**config.mk**
```make
export PLATFORM = sky130hd
export DESIGN_NAME = chat_message_field_splitter
export DESIGN_NICKNAME = d
export VERILOG_FILES = /design/src/sv/cmfs_pkg.sv /design/src/sv/cmfs_step.sv /design/src/sv/chat_message_field_splitter.sv
export SDC_FILE = /design/constraint.sdc
export NUM_CORES = 1
export LEC_CHECK = 0
export BUFFER_PORTS_ARGS = -buffer_cell sky130_fd_sc_hd__clkbuf_2
export CORE_ASPECT_RATIO = 1.25
export CORE_MARGIN = 1
export CORE_UTILIZATION = 45
export CTS_CLUSTER_SIZE = 20
export DETAILED_ROUTE_END_ITERATION = 6
export HOLD_SLACK_MARGIN = 0.02
export PLACE_DENSITY = 0.71
export SLEW_MARGIN = 30
export SYNTH_ARGS = -nofsm -noshare
export SYNTH_HDL_FRONTEND = slang
export SYNTH_SLANG_ARGS = --single-unit
```
**constraint.sdc**
```tcl
create_clock -name clk -period 17.9 [get_ports clk]
set_clock_uncertainty 0.05 [all_clocks]
set_input_delay 3.58 -clock clk [delete_from_list [all_inputs] [get_ports clk]]
set_output_delay 3.58 -clock clk [all_outputs]
set_load 0.1 [all_outputs]
```
**src/sv/cmfs_pkg.sv**
```systemverilog
`default_nettype none
// ----------------------------------------------------------------------------
// cmfs_pkg: shared definitions for the chat message field splitter
// Phase codes, field tags, register indexes and the step interface types.
// ----------------------------------------------------------------------------
package cmfs_pkg;

  localparam int MAX_MESSAGE = 512;
  localparam int CNT_W = ($clog2(MAX_MESSAGE + 1) > 10) ? $clog2(MAX_MESSAGE + 1) : 10;

  localparam logic [7:0] CH_COLON = 8'h3A;
  localparam logic [7:0] CH_SPACE = 8'h20;
  localparam logic [7:0] CH_NUL   = 8'h00;

  localparam logic [1:0] FLD_PREFIX   = 2'd0;
  localparam logic [1:0] FLD_COMMAND  = 2'd1;
  localparam logic [1:0] FLD_PARAMS   = 2'd2;
  localparam logic [1:0] FLD_TRAILING = 2'd3;

  localparam logic [1:0] REG_PREFIX_MAX   = 2'd0;
  localparam logic [1:0] REG_COMMAND_MAX  = 2'd1;
  localparam logic [1:0] REG_PARAMS_MAX   = 2'd2;
  localparam logic [1:0] REG_TRAILING_MAX = 2'd3;

  typedef enum logic [3:0] {
    PH_START   = 4'd0,
    PH_PREFIX  = 4'd1,
    PH_SKIP1   = 4'd2,
    PH_COMMAND = 4'd3,
    PH_SKIP2   = 4'd4,
    PH_COLON2  = 4'd5,
    PH_PARAMS  = 4'd6,
    PH_SKIP3   = 4'd7,
    PH_TDECIDE = 4'd8,
    PH_TALL    = 4'd9,
    PH_TWORD   = 4'd10,
    PH_SKIP4   = 4'd11,
    PH_COLON4  = 4'd12,
    PH_DONE    = 4'd13
  } phase_t;

  typedef logic [CNT_W-1:0] cons_t;

  typedef struct packed {
    logic [9:0] prefix_max;
    logic [9:0] command_max;
    logic [9:0] params_max;
    logic [9:0] trailing_max;
  } cfg_t;

  typedef struct packed {
    phase_t     phase;
    logic [9:0] field_count;
    cons_t      consumed_count;
    logic       keep;
    logic [1:0] field;
  } step_t;

endpackage

`default_nettype wire

```
**src/sv/cmfs_step.sv**
```systemverilog
`default_nettype none
// ----------------------------------------------------------------------------
// cmfs_step: one parser step
// Resolves the whole chain of phase fall-throughs for one byte at once.
// ----------------------------------------------------------------------------
module cmfs_step (
  input  var cmfs_pkg::phase_t phase,
  input  var logic [9:0]       field_count,
  input  var cmfs_pkg::cons_t  consumed_count,
  input  var cmfs_pkg::cfg_t   cfg,
  input  var logic [7:0]       data_byte,
  output cmfs_pkg::step_t      step
);
  import cmfs_pkg::*;

  logic        is_space;
  logic        is_colon;
  logic [9:0]  entry_lim;
  logic        entry_lt;
  logic [12:0] stop;
  logic [3:0]  sel_idx;
  phase_t      sel;
  logic [9:0]  base;
  logic        consume;

  function automatic logic room(input phase_t ph, input phase_t entry, input logic lt,
                                input logic [9:0] lim);
    room = (ph == entry) ? lt : (lim != 10'd0);
  endfunction

  always_comb begin
    is_space = (data_byte == CH_SPACE);
    is_colon = (data_byte == CH_COLON);
    unique case (phase)
      PH_PREFIX:  entry_lim = cfg.prefix_max;
      PH_COMMAND: entry_lim = cfg.command_max;
      PH_PARAMS:  entry_lim = cfg.params_max;
      default:    entry_lim = cfg.trailing_max;
    endcase
    entry_lt = (field_count < entry_lim);

    stop = '0;
    stop[PH_START]   = is_colon;
    stop[PH_PREFIX]  = room(PH_PREFIX, phase, entry_lt, cfg.prefix_max) && !is_space;
    stop[PH_SKIP1]   = is_space;
    stop[PH_COMMAND] = room(PH_COMMAND, phase, entry_lt, cfg.command_max) && !is_space;
    stop[PH_SKIP2]   = is_space;
    stop[PH_COLON2]  = is_colon;
    stop[PH_PARAMS]  = room(PH_PARAMS, phase, entry_lt, cfg.params_max) && !is_space;
    stop[PH_SKIP3]   = is_space;
    stop[PH_TDECIDE] = is_colon;
    stop[PH_TALL]    = (phase == PH_TALL);
    stop[PH_TWORD]   = room(PH_TWORD, phase, entry_lt, cfg.trailing_max) && !is_space;
    stop[PH_SKIP4]   = is_space;
    stop[PH_COLON4]  = 1'b1;

    sel_idx = PH_DONE;
    for (int k = 12; k >= 0; k--) begin
      if (stop[k] && (4'(k) >= phase)) begin
        sel_idx = 4'(k);
      end
    end
    if (data_byte == CH_NUL || phase > PH_COLON4) begin
      sel_idx = PH_DONE;
    end
    sel = phase_t'(sel_idx);

    base = (sel == phase) ? field_count : 10'd0;

    step.phase       = sel;
    step.field_count = 10'd0;
    step.keep        = 1'b0;
    step.field       = FLD_PREFIX;
    consume          = 1'b1;
    unique case (sel) inside
      PH_START: begin
        step.phase = PH_PREFIX;
      end
      PH_PREFIX: begin
        step.keep        = 1'b1;
        step.field       = FLD_PREFIX;
        step.field_count = base + 10'd1;
      end
      PH_COMMAND: begin
        step.keep        = 1'b1;
        step.field       = FLD_COMMAND;
        step.field_count = base + 10'd1;
      end
      PH_PARAMS: begin
        step.keep        = 1'b1;
        step.field       = FLD_PARAMS;
        step.field_count = base + 10'd1;
      end
      PH_TWORD: begin
        step.keep        = 1'b1;
        step.field       = FLD_TRAILING;
        step.field_count = base + 10'd1;
      end
      PH_SKIP1, PH_SKIP2, PH_SKIP3, PH_SKIP4: begin
      end
      PH_COLON2: begin
        step.phase = PH_PARAMS;
      end
      PH_TDECIDE: begin
        step.phase = PH_TALL;
      end
      PH_COLON4: begin
        step.phase = PH_DONE;
        consume    = is_colon;
      end
      PH_TALL: begin
        if (entry_lt) begin
          step.keep        = 1'b1;
          step.field       = FLD_TRAILING;
          step.field_count = field_count + 10'd1;
        end else begin
          step.phase = PH_DONE;
          consume    = 1'b0;
        end
      end
      default: begin
        step.phase = PH_DONE;
        consume    = 1'b0;
      end
    endcase

    if (consume && consumed_count < CNT_W'(MAX_MESSAGE)) begin
      step.consumed_count = consumed_count + CNT_W'(1);
    end else begin
      step.consumed_count = consumed_count;
    end
  end

endmodule

`default_nettype wire

```
**src/sv/chat_message_field_splitter.sv**
```systemverilog
`default_nettype none
// ----------------------------------------------------------------------------
// chat_message_field_splitter: streaming field splitter for chat protocol lines
// Tags each kept byte of a line as prefix, command, params or trailing.
// ----------------------------------------------------------------------------
// One byte is taken in every cycle while stall is low, and its result, if it has
// one, appears on the output register in the next cycle, or in the skid register
// if the output is stalled. The parse state advances within the same cycle as the
// byte is accepted, so one byte per cycle is sustained while stall is low. The
// one-entry skid register absorbs one result; the input is stalled only while it
// is occupied. Configuration writes take effect at the next cycle.
module chat_message_field_splitter (
  input  var logic       clk,
  input  var logic       rst,
  input  var logic       cfg_write,
  input  var logic [1:0] cfg_index,
  input  var logic [9:0] cfg_data,
  input  var logic       valid,
  output logic           stall,
  input  var logic [7:0] data_byte,
  input  var logic       last,
  output logic           result_valid,
  input  var logic       result_stall,
  output logic [7:0]     out_byte,
  output logic [1:0]     field,
  output logic           byte_valid,
  output logic           message_end,
  output logic [9:0]     consumed
);
  import cmfs_pkg::*;

  typedef struct packed {
    logic [7:0] out_byte;
    logic [1:0] field;
    logic       byte_valid;
    logic       message_end;
    logic [9:0] consumed;
  } res_t;

  cfg_t       cfg;
  phase_t     phase;
  logic [9:0] field_count;
  cons_t      consumed_count;
  step_t      step;
  logic       accept;
  logic       push;
  res_t       res_next;
  res_t       out_res;
  res_t       skid_res;
  logic       skid_valid;
  logic       load_out;

  cmfs_step u_step (
    .phase          (phase),
    .field_count    (field_count),
    .consumed_count (consumed_count),
    .cfg            (cfg),
    .data_byte      (data_byte),
    .step           (step)
  );

  assign stall    = skid_valid;
  assign accept   = valid && !skid_valid;
  assign push     = accept && (step.keep || last);
  assign load_out = !result_valid || !result_stall;

  always_comb begin
    res_next.out_byte    = step.keep ? data_byte : 8'd0;
    res_next.field       = step.keep ? step.field : FLD_PREFIX;
    res_next.byte_valid  = step.keep;
    res_next.message_end = last;
    res_next.consumed    = last ? step.consumed_count[9:0] : 10'd0;
  end

  always_ff @(posedge clk) begin
    if (rst) begin
      cfg.prefix_max   <= 10'd128;
      cfg.command_max  <= 10'd16;
      cfg.params_max   <= 10'd64;
      cfg.trailing_max <= 10'd512;
    end else if (cfg_write) begin
      case (cfg_index)
        REG_PREFIX_MAX:   cfg.prefix_max   <= cfg_data;
        REG_COMMAND_MAX:  cfg.command_max  <= cfg_data;
        REG_PARAMS_MAX:   cfg.params_max   <= cfg_data;
        REG_TRAILING_MAX: cfg.trailing_max <= cfg_data;
        default: begin
        end
      endcase
    end
  end

  always_ff @(posedge clk) begin
    if (rst) begin
      phase          <= PH_START;
      field_count    <= 10'd0;
      consumed_count <= '0;
    end else if (accept) begin
      if (last) begin
        phase          <= PH_START;
        field_count    <= 10'd0;
        consumed_count <= '0;
      end else begin
        phase          <= step.phase;
        field_count    <= step.field_count;
        consumed_count <= step.consumed_count;
      end
    end
  end

  always_ff @(posedge clk) begin
    if (rst) begin
      result_valid <= 1'b0;
      skid_valid   <= 1'b0;
    end else if (load_out) begin
      if (skid_valid) begin
        result_valid <= 1'b1;
        skid_valid   <= 1'b0;
      end else begin
        result_valid <= push;
      end
    end else if (push) begin
      skid_valid <= 1'b1;
    end
  end

  always_ff @(posedge clk) begin
    if (load_out) begin
      if (skid_valid) begin
        out_res <= skid_res;
      end else if (push) begin
        out_res <= res_next;
      end
    end else if (push) begin
      skid_res <= res_next;
    end
  end

  assign out_byte    = out_res.out_byte;
  assign field       = out_res.field;
  assign byte_valid  = out_res.byte_valid;
  assign message_end = out_res.message_end;
  assign consumed    = out_res.consumed;

  a_skid_behind_out: assert property (@(posedge clk) disable iff (rst)
    skid_valid |-> result_valid)
    else $error("skid register holds a request while the output is empty");

  a_line_clears: assert property (@(posedge clk) disable iff (rst)
    (accept && last) |=> (phase == PH_START && consumed_count == '0 && field_count == 10'd0))
    else $error("line state not cleared after the final byte");

  a_consumed_sat: assert property (@(posedge clk) disable iff (rst)
    consumed_count <= CNT_W'(MAX_MESSAGE))
    else $error("consumed count exceeds the message limit");

  a_no_empty_result: assert property (@(posedge clk) disable iff (rst)
    result_valid |-> (byte_valid || message_end))
    else $error("result carries neither a kept byte nor a line end");

  a_skid_fill: assert property (@(posedge clk) disable iff (rst)
    (result_valid && result_stall && push) |=> skid_valid)
    else $error("request lost while the output was stalled");

endmodule

`default_nettype wire

```
==> results of run 1 <==
-- worst min-delay path by stage --
stage            start  endpoint  slack, ns  depth (start not counted)
2_1_floorplan  cfg[20]   cfg[20]       0.39                          2
3_3_place_gp   cfg[20]   cfg[20]       0.41                          2
3_5_place_dp   cfg[20]   cfg[20]       0.41                          2
4_1_cts        cfg[20]   cfg[20]       0.42                          2
5_1_grt         cfg[5]    cfg[5]       0.45                          2
6_report       cfg[20]   cfg[20]       0.42                          2
-- sequential cells by signal (all words and copies together), names as in the netlist --
name,cells
skid_res,22
field_count,10
field,2
out_byte,8
message_end,1
consumed,10
stall,1
consumed_count,10
result_valid,1
cfg,40
phase,4
byte_valid,1
-- tightest hold or removal path, delay by kind of cell, from the launching register on --
family           cells  cell delay [ns]
AO/OA/AOI/OAI        1             0.05
AND/OR/NAND/NOR      1             0.05
flip-flops           1             0.32
-- through the flow --
stage	total power [uW]	instance area (um2)	setup WS (ns)	util, %	instances
floorplan	340	6430	9.82	-	726
global placement	359	6760	9.98	48.7	912
detailed placement	361	6770	9.88	48.8	912
CTS	565	7080	10.24	51.0	928
global route	584	7090	10.22	51.1	928
finish	564	7090	10.51	51.1	928
-- routing by layer --
metal	GRT usage (%)	up-vias	share of wire [%]
li1	-	2754	-
met1	30.9	2680	43
met2	41.3	199	50
met3	3.85	27	5.1
met4	10.5	0	2.7
met5	0	-	0
-- logic make-up after synthesis --
family / after synthesis / share of synthesized area [%]
flip-flops: 110 / 41.1
multiplexers: 29 / 4.76
AND/OR/NAND/NOR: 309 / 24.1
buffers and inverters: 55 / 3.69
adder cells (fa/ha/maj): 12 / 2.33
XOR/XNOR: 9 / 1.23
AO/OA/AOI/OAI: 202 / 22.8
-- layout make-up --
type / count / area, um2
Tap cell: 175 / 219
Sequential cell: 110 / 2640
Timing Repair Buffer: 55 / 290
Clock buffer: 10 / 250
Multi-Input combinational cell: 561 / 3590
Inverter: 11 / 41.3
Clock inverter: 6 / 57.6
Fill cell: 1283 / 6790
-- Yosys cell counts (12+ instances only) --
master,number
a21oi_1,59
mux2i_1,16
nor2_1,49
nand2_1,125
and2_1,16
mux2_2,13
edfxtp_1,44
clkbuf_1,27
and3_1,15
o21ai_0,26
or3_1,13
dfxtp_1,66
ha_1,12
nand3_1,23
-- power by group through the flow --
stage | combinational (uW) | clock [uW] | sequential [uW]
final | 81.0 | 208 | 274
after floorplan | 36.4 | 0 | 304
after global placement | 79.2 | 0 | 280
after CTS | 81.0 | 210 | 274
after detailed placement | 80.7 | 0 | 280
after global routing | 87.0 | 221 | 276
==> summary by stage, run 1 <==
Run status
The flow ran to the end, and the final reports show no timing, DRC or antenna violations.

Placement
The congestion estimate from routability-driven global placement came to between 0.9 and 1. The sum of net half-perimeters after detailed placement is between 10000 and 15000 um. During placement, the flow inserted port buffers numbering between 40 and 50.

Floorplanning
The height of the chip is ~140 um. In this run the standard cell core region covers between 10000 and 15000 um2. The total I/O pin count is 50. After floorplanning, the core was divided into 48 placement rows.

The width of the chip is roughly 110 um. The area enclosed by the die boundary is between 10000 and 15000 um2. Once the floorplan was initialized, standard cells occupied about 46% of the core.

Synth
Counting flops and latches in the post-synthesis netlist gives 110. The netlist uses 85 different library cells. After synthesis, the cell types taking the most area are dfxtp_1, edfxtp_1, nand2_1.

Synthesis produced a netlist with a net count of 764. The area fraction of the dominant cell type after synthesis is 20.5%. Among all flip-flop cells after synthesis, the most frequent one is dfxtp_1. The synthesized design contains 44 enable-type register cells. The area of the mapped netlist is around 6400 um2. For this run, asynchronously set or reset flops after synthesis account for 0%. dfxtp_1 takes more of the synthesized area than any other cell. In this run the mean area of a mapped cell was roughly 8.9 um2.

The sequential fraction of the synthesis area is between 40% and 50%. Yosys printed 0 warnings. Counting every instance in the synthesized netlist gives ~730.

Timing
Setup repair after global routing left no endpoint under its margin. The final number of setup-violating endpoints is 0. In this run the tightest slew margin relative to its limit is between 30% and 40%. The smallest clock period supported by the final layout is computed as between 7 and 8 ns. The share of the cycle needed by the critical path after routing is about two fifths.

In the final timing run, aggregate negative setup slack is 0 ns. The final hold slack is around 0.42 ns. The transition time at the pin with the least slew margin is around 0.95 ns. For this run, the top clock speed supported by timing is 135 MHz.

The max-slew violation count is 0. The hold violation count in the final report is 0.

Setup path
Across all register-to-register paths, the minimum setup slack is between 10 and 15 ns. The startpoint type of the worst setup path is a primary input. Data on the critical path arrives at its endpoint at roughly 7.4 ns. The worst setup path endpoint is skid_res[16]. The depth of the worst register-to-register path is 16. The delay of the slowest cell on the worst path is 0.75 ns. The most critical setup path has its startpoint at data_byte[0].

The startpoint of the most critical register-to-register path is phase[0]. In this run the number of cells on the critical path is 11. In this run the worst path has a maximum fanout of 16. The end of the worst register-to-register path is skid_res[16]. The data required time of the critical path is roughly 18 ns. The number of buffers and inverters on the critical path is 2.

Traced cell by cell, the critical path runs through clkbuf_2 -> or4_4 -> nor3_4 -> nor3_1 -> o311a_1 -> or3_1 -> or3_1 -> o21ai_2 -> nor2_1 -> nor3_2 -> buf_4. The most frequent cell on the critical path is or3_1. By startpoint and endpoint, the worst setup path is classified as primary input to flip-flop. The kind of capture point of the worst setup path is a flip-flop.

The largest individual stage delay along the critical path comes from the cell nor3_2. The cell family with the largest share of critical-path delay is simple AND/OR/NAND/NOR gates.

Clock network
The clock-pin slew on the worst setup and hold paths is 0.08 ns. The number of H-tree branching levels is 3. The number of buffers on the longest clock path is 2. The clock tree from TritonCTS is yes.

The master cell of the clock root buffer is clkbuf_16. The buffers inserted during post-CTS setup optimization is 0. The count of clock tree sinks is 110. In this run, post-CTS repair resized a total of 0 instances. In this run, post-CTS hold repair placed 0 buffers. Clock latency on the worst-skew pair, taken at its later pin, is between 0.3 and 0.4 ns.

The number of buffers inserted during clock tree synthesis is 9.

Route
The first-iteration detailed-routing DRC count is 382. The detail-routed via count per cell is 6.10. The routed wirelength normalized by instance count is roughly 19 um.

The detail route stage leaves a number of antenna-violating nets equal to 0. For this run, design rule violations remaining after detail routing come to 0. Before antenna repair, the detailed router went through 5 iterations. For this block, the via count after detailed routing is roughly 5700.

The routed wire length is 17300 um.

Power and ir drop
Cell internal power was estimated by the tool at around 400 uW. Summed over all nets, the switching power comes to roughly 160 uW. The combinational fraction of design power is 14.4%.

Of the total power, the share spent switching nets is slightly below 30%. The register share of total power is 48.7%. The clock share of power is 36.9%.

The static leakage power is around 0.0026 uW. Across the VDD grid, the largest voltage drop is about 0.000082 V. The total power divided by cell area is just under 80 nW/um2.

Global routing
The number of global-route vias before repair came to roughly 5300. The wire length of the first global-routing pass is about 28000 um. The initial antenna violation count came to 0. The global-route usage over all layers is roughly a quarter. Global routing finished with a remaining overflow of 0. Entering global routing, the biggest net connects 60 pins.

Cells and area
The count of nets after finishing is just under 800. The number of antenna diodes in the final layout is 0. Cells with a size suffix above 1 make up between 15 and 20% of the layout.

The top cell types in the final layout, fill and taps aside, are nand2_1, dfxtp_1, a21oi_1, nor2_1, clkbuf_2. The leading cell type in the layout, fill and taps excluded is nand2_1. The signed area change from the synthesized netlist to the final layout is 10.1%.

Flow run
The total of max-cap violations is 0.

Min path
The min-delay analysis places its worst path in the category flip-flop to flip-flop.
(Power assumes the default switching activity.)
==> run 2: changes to the inputs <==
--- a/config.mk
+++ b/config.mk
@@ -12,7 +12,7 @@
 export CTS_CLUSTER_SIZE = 20
 export DETAILED_ROUTE_END_ITERATION = 6
 export HOLD_SLACK_MARGIN = 0.02
-export PLACE_DENSITY = 0.71
+export PLACE_DENSITY = 0.73
 export SLEW_MARGIN = 30
 export SYNTH_ARGS = -nofsm -noshare
 export SYNTH_HDL_FRONTEND = slang
==> constraint.sdc (replaced) <==
create_clock -name clk -period 6.4 [get_ports clk]
set_clock_uncertainty 0.05 [all_clocks]
set_input_delay 1.28 -clock clk [delete_from_list [all_inputs] [get_ports clk]]
set_output_delay 1.28 -clock clk [all_outputs]
set_load 0.1 [all_outputs]
==> summary by stage, run 2 (synthesized netlist as in run 1, its figures left out) <==
Run status
Outcome: complete, no violations (unchanged).

Route
The count of unresolved DRC violations after routing is 0 (unchanged). The number of nets with antenna violations after detailed routing is 0 (unchanged). The routed wirelength normalized by instance count came to 18.3 um (was 18.7 um). The first-iteration detailed-routing DRC count is 374 (was 382). The total via count after detailed routing is 5908 (was 5660). The detail-routed via count per cell was 6.33 (was 6.10). The routed wire length is 17100 um (was 17300 um). The detailed-router iteration count before antenna repair is 5 (unchanged).

Clock network
The later-pin clock latency in the skew report is 0.35 ns (was 0.36 ns). The number of buffers inserted during clock tree synthesis was 9 (unchanged). The clock-pin slew on the worst setup and hold paths is 0.08 ns (about the same). The number of H-tree branching levels was 3 (unchanged). The master cell of the clock root buffer is clkbuf_16 (unchanged). The number of buffers on the longest clock path is 2 (unchanged). The number of buffers inserted for hold repair after clock tree synthesis is 0 (unchanged). The clock tree from TritonCTS is yes (unchanged). The buffers inserted during post-CTS setup optimization is 0 (unchanged).

The count of clock tree sinks was 110 (unchanged). The quantity of gates resized following cts is 0 (unchanged).

Floorplanning
The starting utilization of the core area is 46.4% (unchanged). The width of the chip came to 109 um (unchanged). The total I/O pin count is 50 (unchanged). The height of the chip is 136 um (unchanged). The row count is 48 (unchanged).

The area of the core region was 13900 um2 (unchanged). The area enclosed by the die boundary came to 14800 um2 (unchanged).

Power and ir drop
The worst ir drop on vdd is 0.000142 V (was 0.0000822 V). The total power divided by cell area is 224 nW/um2 (was 79.5 nW/um2). The static leakage power is 0.00259 uW (was 0.00257 uW). The total power draw is 1600 uW (was 564 uW).

Setup path
The kind of capture point of the worst setup path was a flip-flop (unchanged). The worst path arrival time is 5.62 ns (was 7.40 ns). The peak fanout along the critical path is 22 (was 16). The data required time of the critical path is 6.39 ns (was 17.91 ns). The startpoint type of the worst setup path is a flip-flop (was primary input). The startpoint-to-endpoint class of the critical path was flip-flop to flip-flop (was primary input to flip-flop).

Cells and area
Commonest cells after routing, fill and taps aside: nand2_1, dfxtp_1, a21oi_1, nor2_1, clkbuf_2 (unchanged). The signed area change from the synthesized netlist to the final layout is 10.8% (was 10.1%). The share of final-layout standard cells stronger than drive strength 1 is 17.0% (was 16.6%). The core utilization of the finished layout is 51.4% (was 51.1%).

The count of filler cells inserted in the layout is 1285 (was 1283). The count of nets after finishing is 792 (was 786). The register with the highest flop count is cfg (unchanged). The number of inserted diodes is 0 (unchanged). The flip-flop count of the largest register after layout came to 40 (unchanged).

The leading cell type in the layout, fill and taps excluded was nand2_1 (unchanged). Largest regs: cfg x40, skid_res x22 (unchanged). The number of standard cells in the layout, taps in and fillers out is 934 (was 928).

Timing
The transition time at the pin with the least slew margin is 0.926 ns (was 0.948 ns). The final hold slack came to 0.433 ns (was 0.422 ns). The final number of setup-violating endpoints is 0 (unchanged). The max-slew violation count is 0 (unchanged).

The worst slew margin relative to its limit is 36.7% (was 36.5%). The summed negative setup slack over all endpoints is 0 ns (unchanged). RSZ-0062 raised after global routing: false (unchanged). Derived from the worst setup path, the maximum achievable clock frequency is between 150 and 200 MHz. The clock period minus worst slack is approximately 5.6 ns. Of the available clock period, the critical path in the final layout requires 88.0%. The hold violation count in the final report came to 0 (unchanged).

Min path
The class of the tightest hold or removal check is flip-flop to flip-flop (unchanged).

Global routing
The wire length of the first global-routing pass is 28100 um (was 27900 um). The sum of overflow across all layers after global routing is 0 (unchanged). The global-route usage over all layers came to 24.3% (was 24.6%).

The number of global-route vias before repair came to 5568 (was 5295). The maximum number of pins on one net before global-route repair was 60 (unchanged). The initial antenna violation count was 0 (unchanged).

Flow run
The total of max-cap violations is 0 (unchanged).

Placement
The number of input and output port buffers inserted was 49 (unchanged). The sum of net half-perimeters after detailed placement is 12500 um (was 12600 um). The routability-driven placement congestion ratio came to 0.948 (was 0.953). The instance count after placement with tap cells included came to 918 (was 912).
## run 2: cell types whose count changed in the layout (fill, tap and decap cells not counted), sizes merged
cell | before | now
clkbuf | 59 | 58
buf | 6 | 12
clkinv | 1 | 3
clkinvlp | 1 | 0
## run 2: final timing paths
check	start	end	slack [ns]	depth (start not counted)
worst max-delay path	phase[1]	field[1]	0.77	15
worst min-delay path	cfg[8]	cfg[8]	0.43	2
worst max register to register	phase[1]	field[1]	0.77	15
worst min register to register	cfg[8]	cfg[8]	0.43	2
## run 2: metrics by stage
step	setup slack (ns)	instance area (um2)
floorplan	0.128	6430
global placement	1.19	6810
detailed placement	0.898	6810
CTS	0.876	7120
global route	0.408	7130
finish	0.766	7130
## run 2: worst max-delay path: stages (launching register included)
cell,delay [ns]
dfxtp_1,0.86
nand3b_4,0.30
a21oi_2,0.46
o21ai_0,0.16
ha_1,0.32
and4_1,0.26
and3_1,0.21
a2111oi_2,0.47
o211ai_1,0.18
a221oi_2,0.40
nand2_1,0.25
or3_1,0.38
o21ai_1,0.32
o21ai_1,0.20
a21boi_2,0.17
buf_4,0.30
## run 2: routing by layer
layer / GRT usage [%] / up-vias / wire [um]
met1: 29.7 / 2822 / 7010
met2: 41.0 / 269 / 8370
met4: 12.7 / 0 / 718
met5: 0 / - / 0
li1: - / 2759 / -
met3: 3.32 / 58 / 996
## run 2: power by group
| group | leakage [uW] | internal, uW | switching (uW) | total [uW] |
|---|---|---|---|---|
| Combinational | 0.00147 | 57.4 | 170 | 227 |
| Clock | 0.000154 | 314 | 288 | 602 |
| Sequential | 0.000963 | 752 | 15.5 | 767 |
| Total | 0.00259 | 1120 | 473 | 1600 |
## run 2: final cells by class
class                      count  area, um2  area share, %
timing repair buffer          61        335           4.70
multi-input combinational    561       3570           50.1
inverter                      11       41.3          0.579
clock inverter                 7       90.1           1.26
clock buffer                   9        225           3.16
tap                          175        219           3.07
sequential                   110       2640           37.1
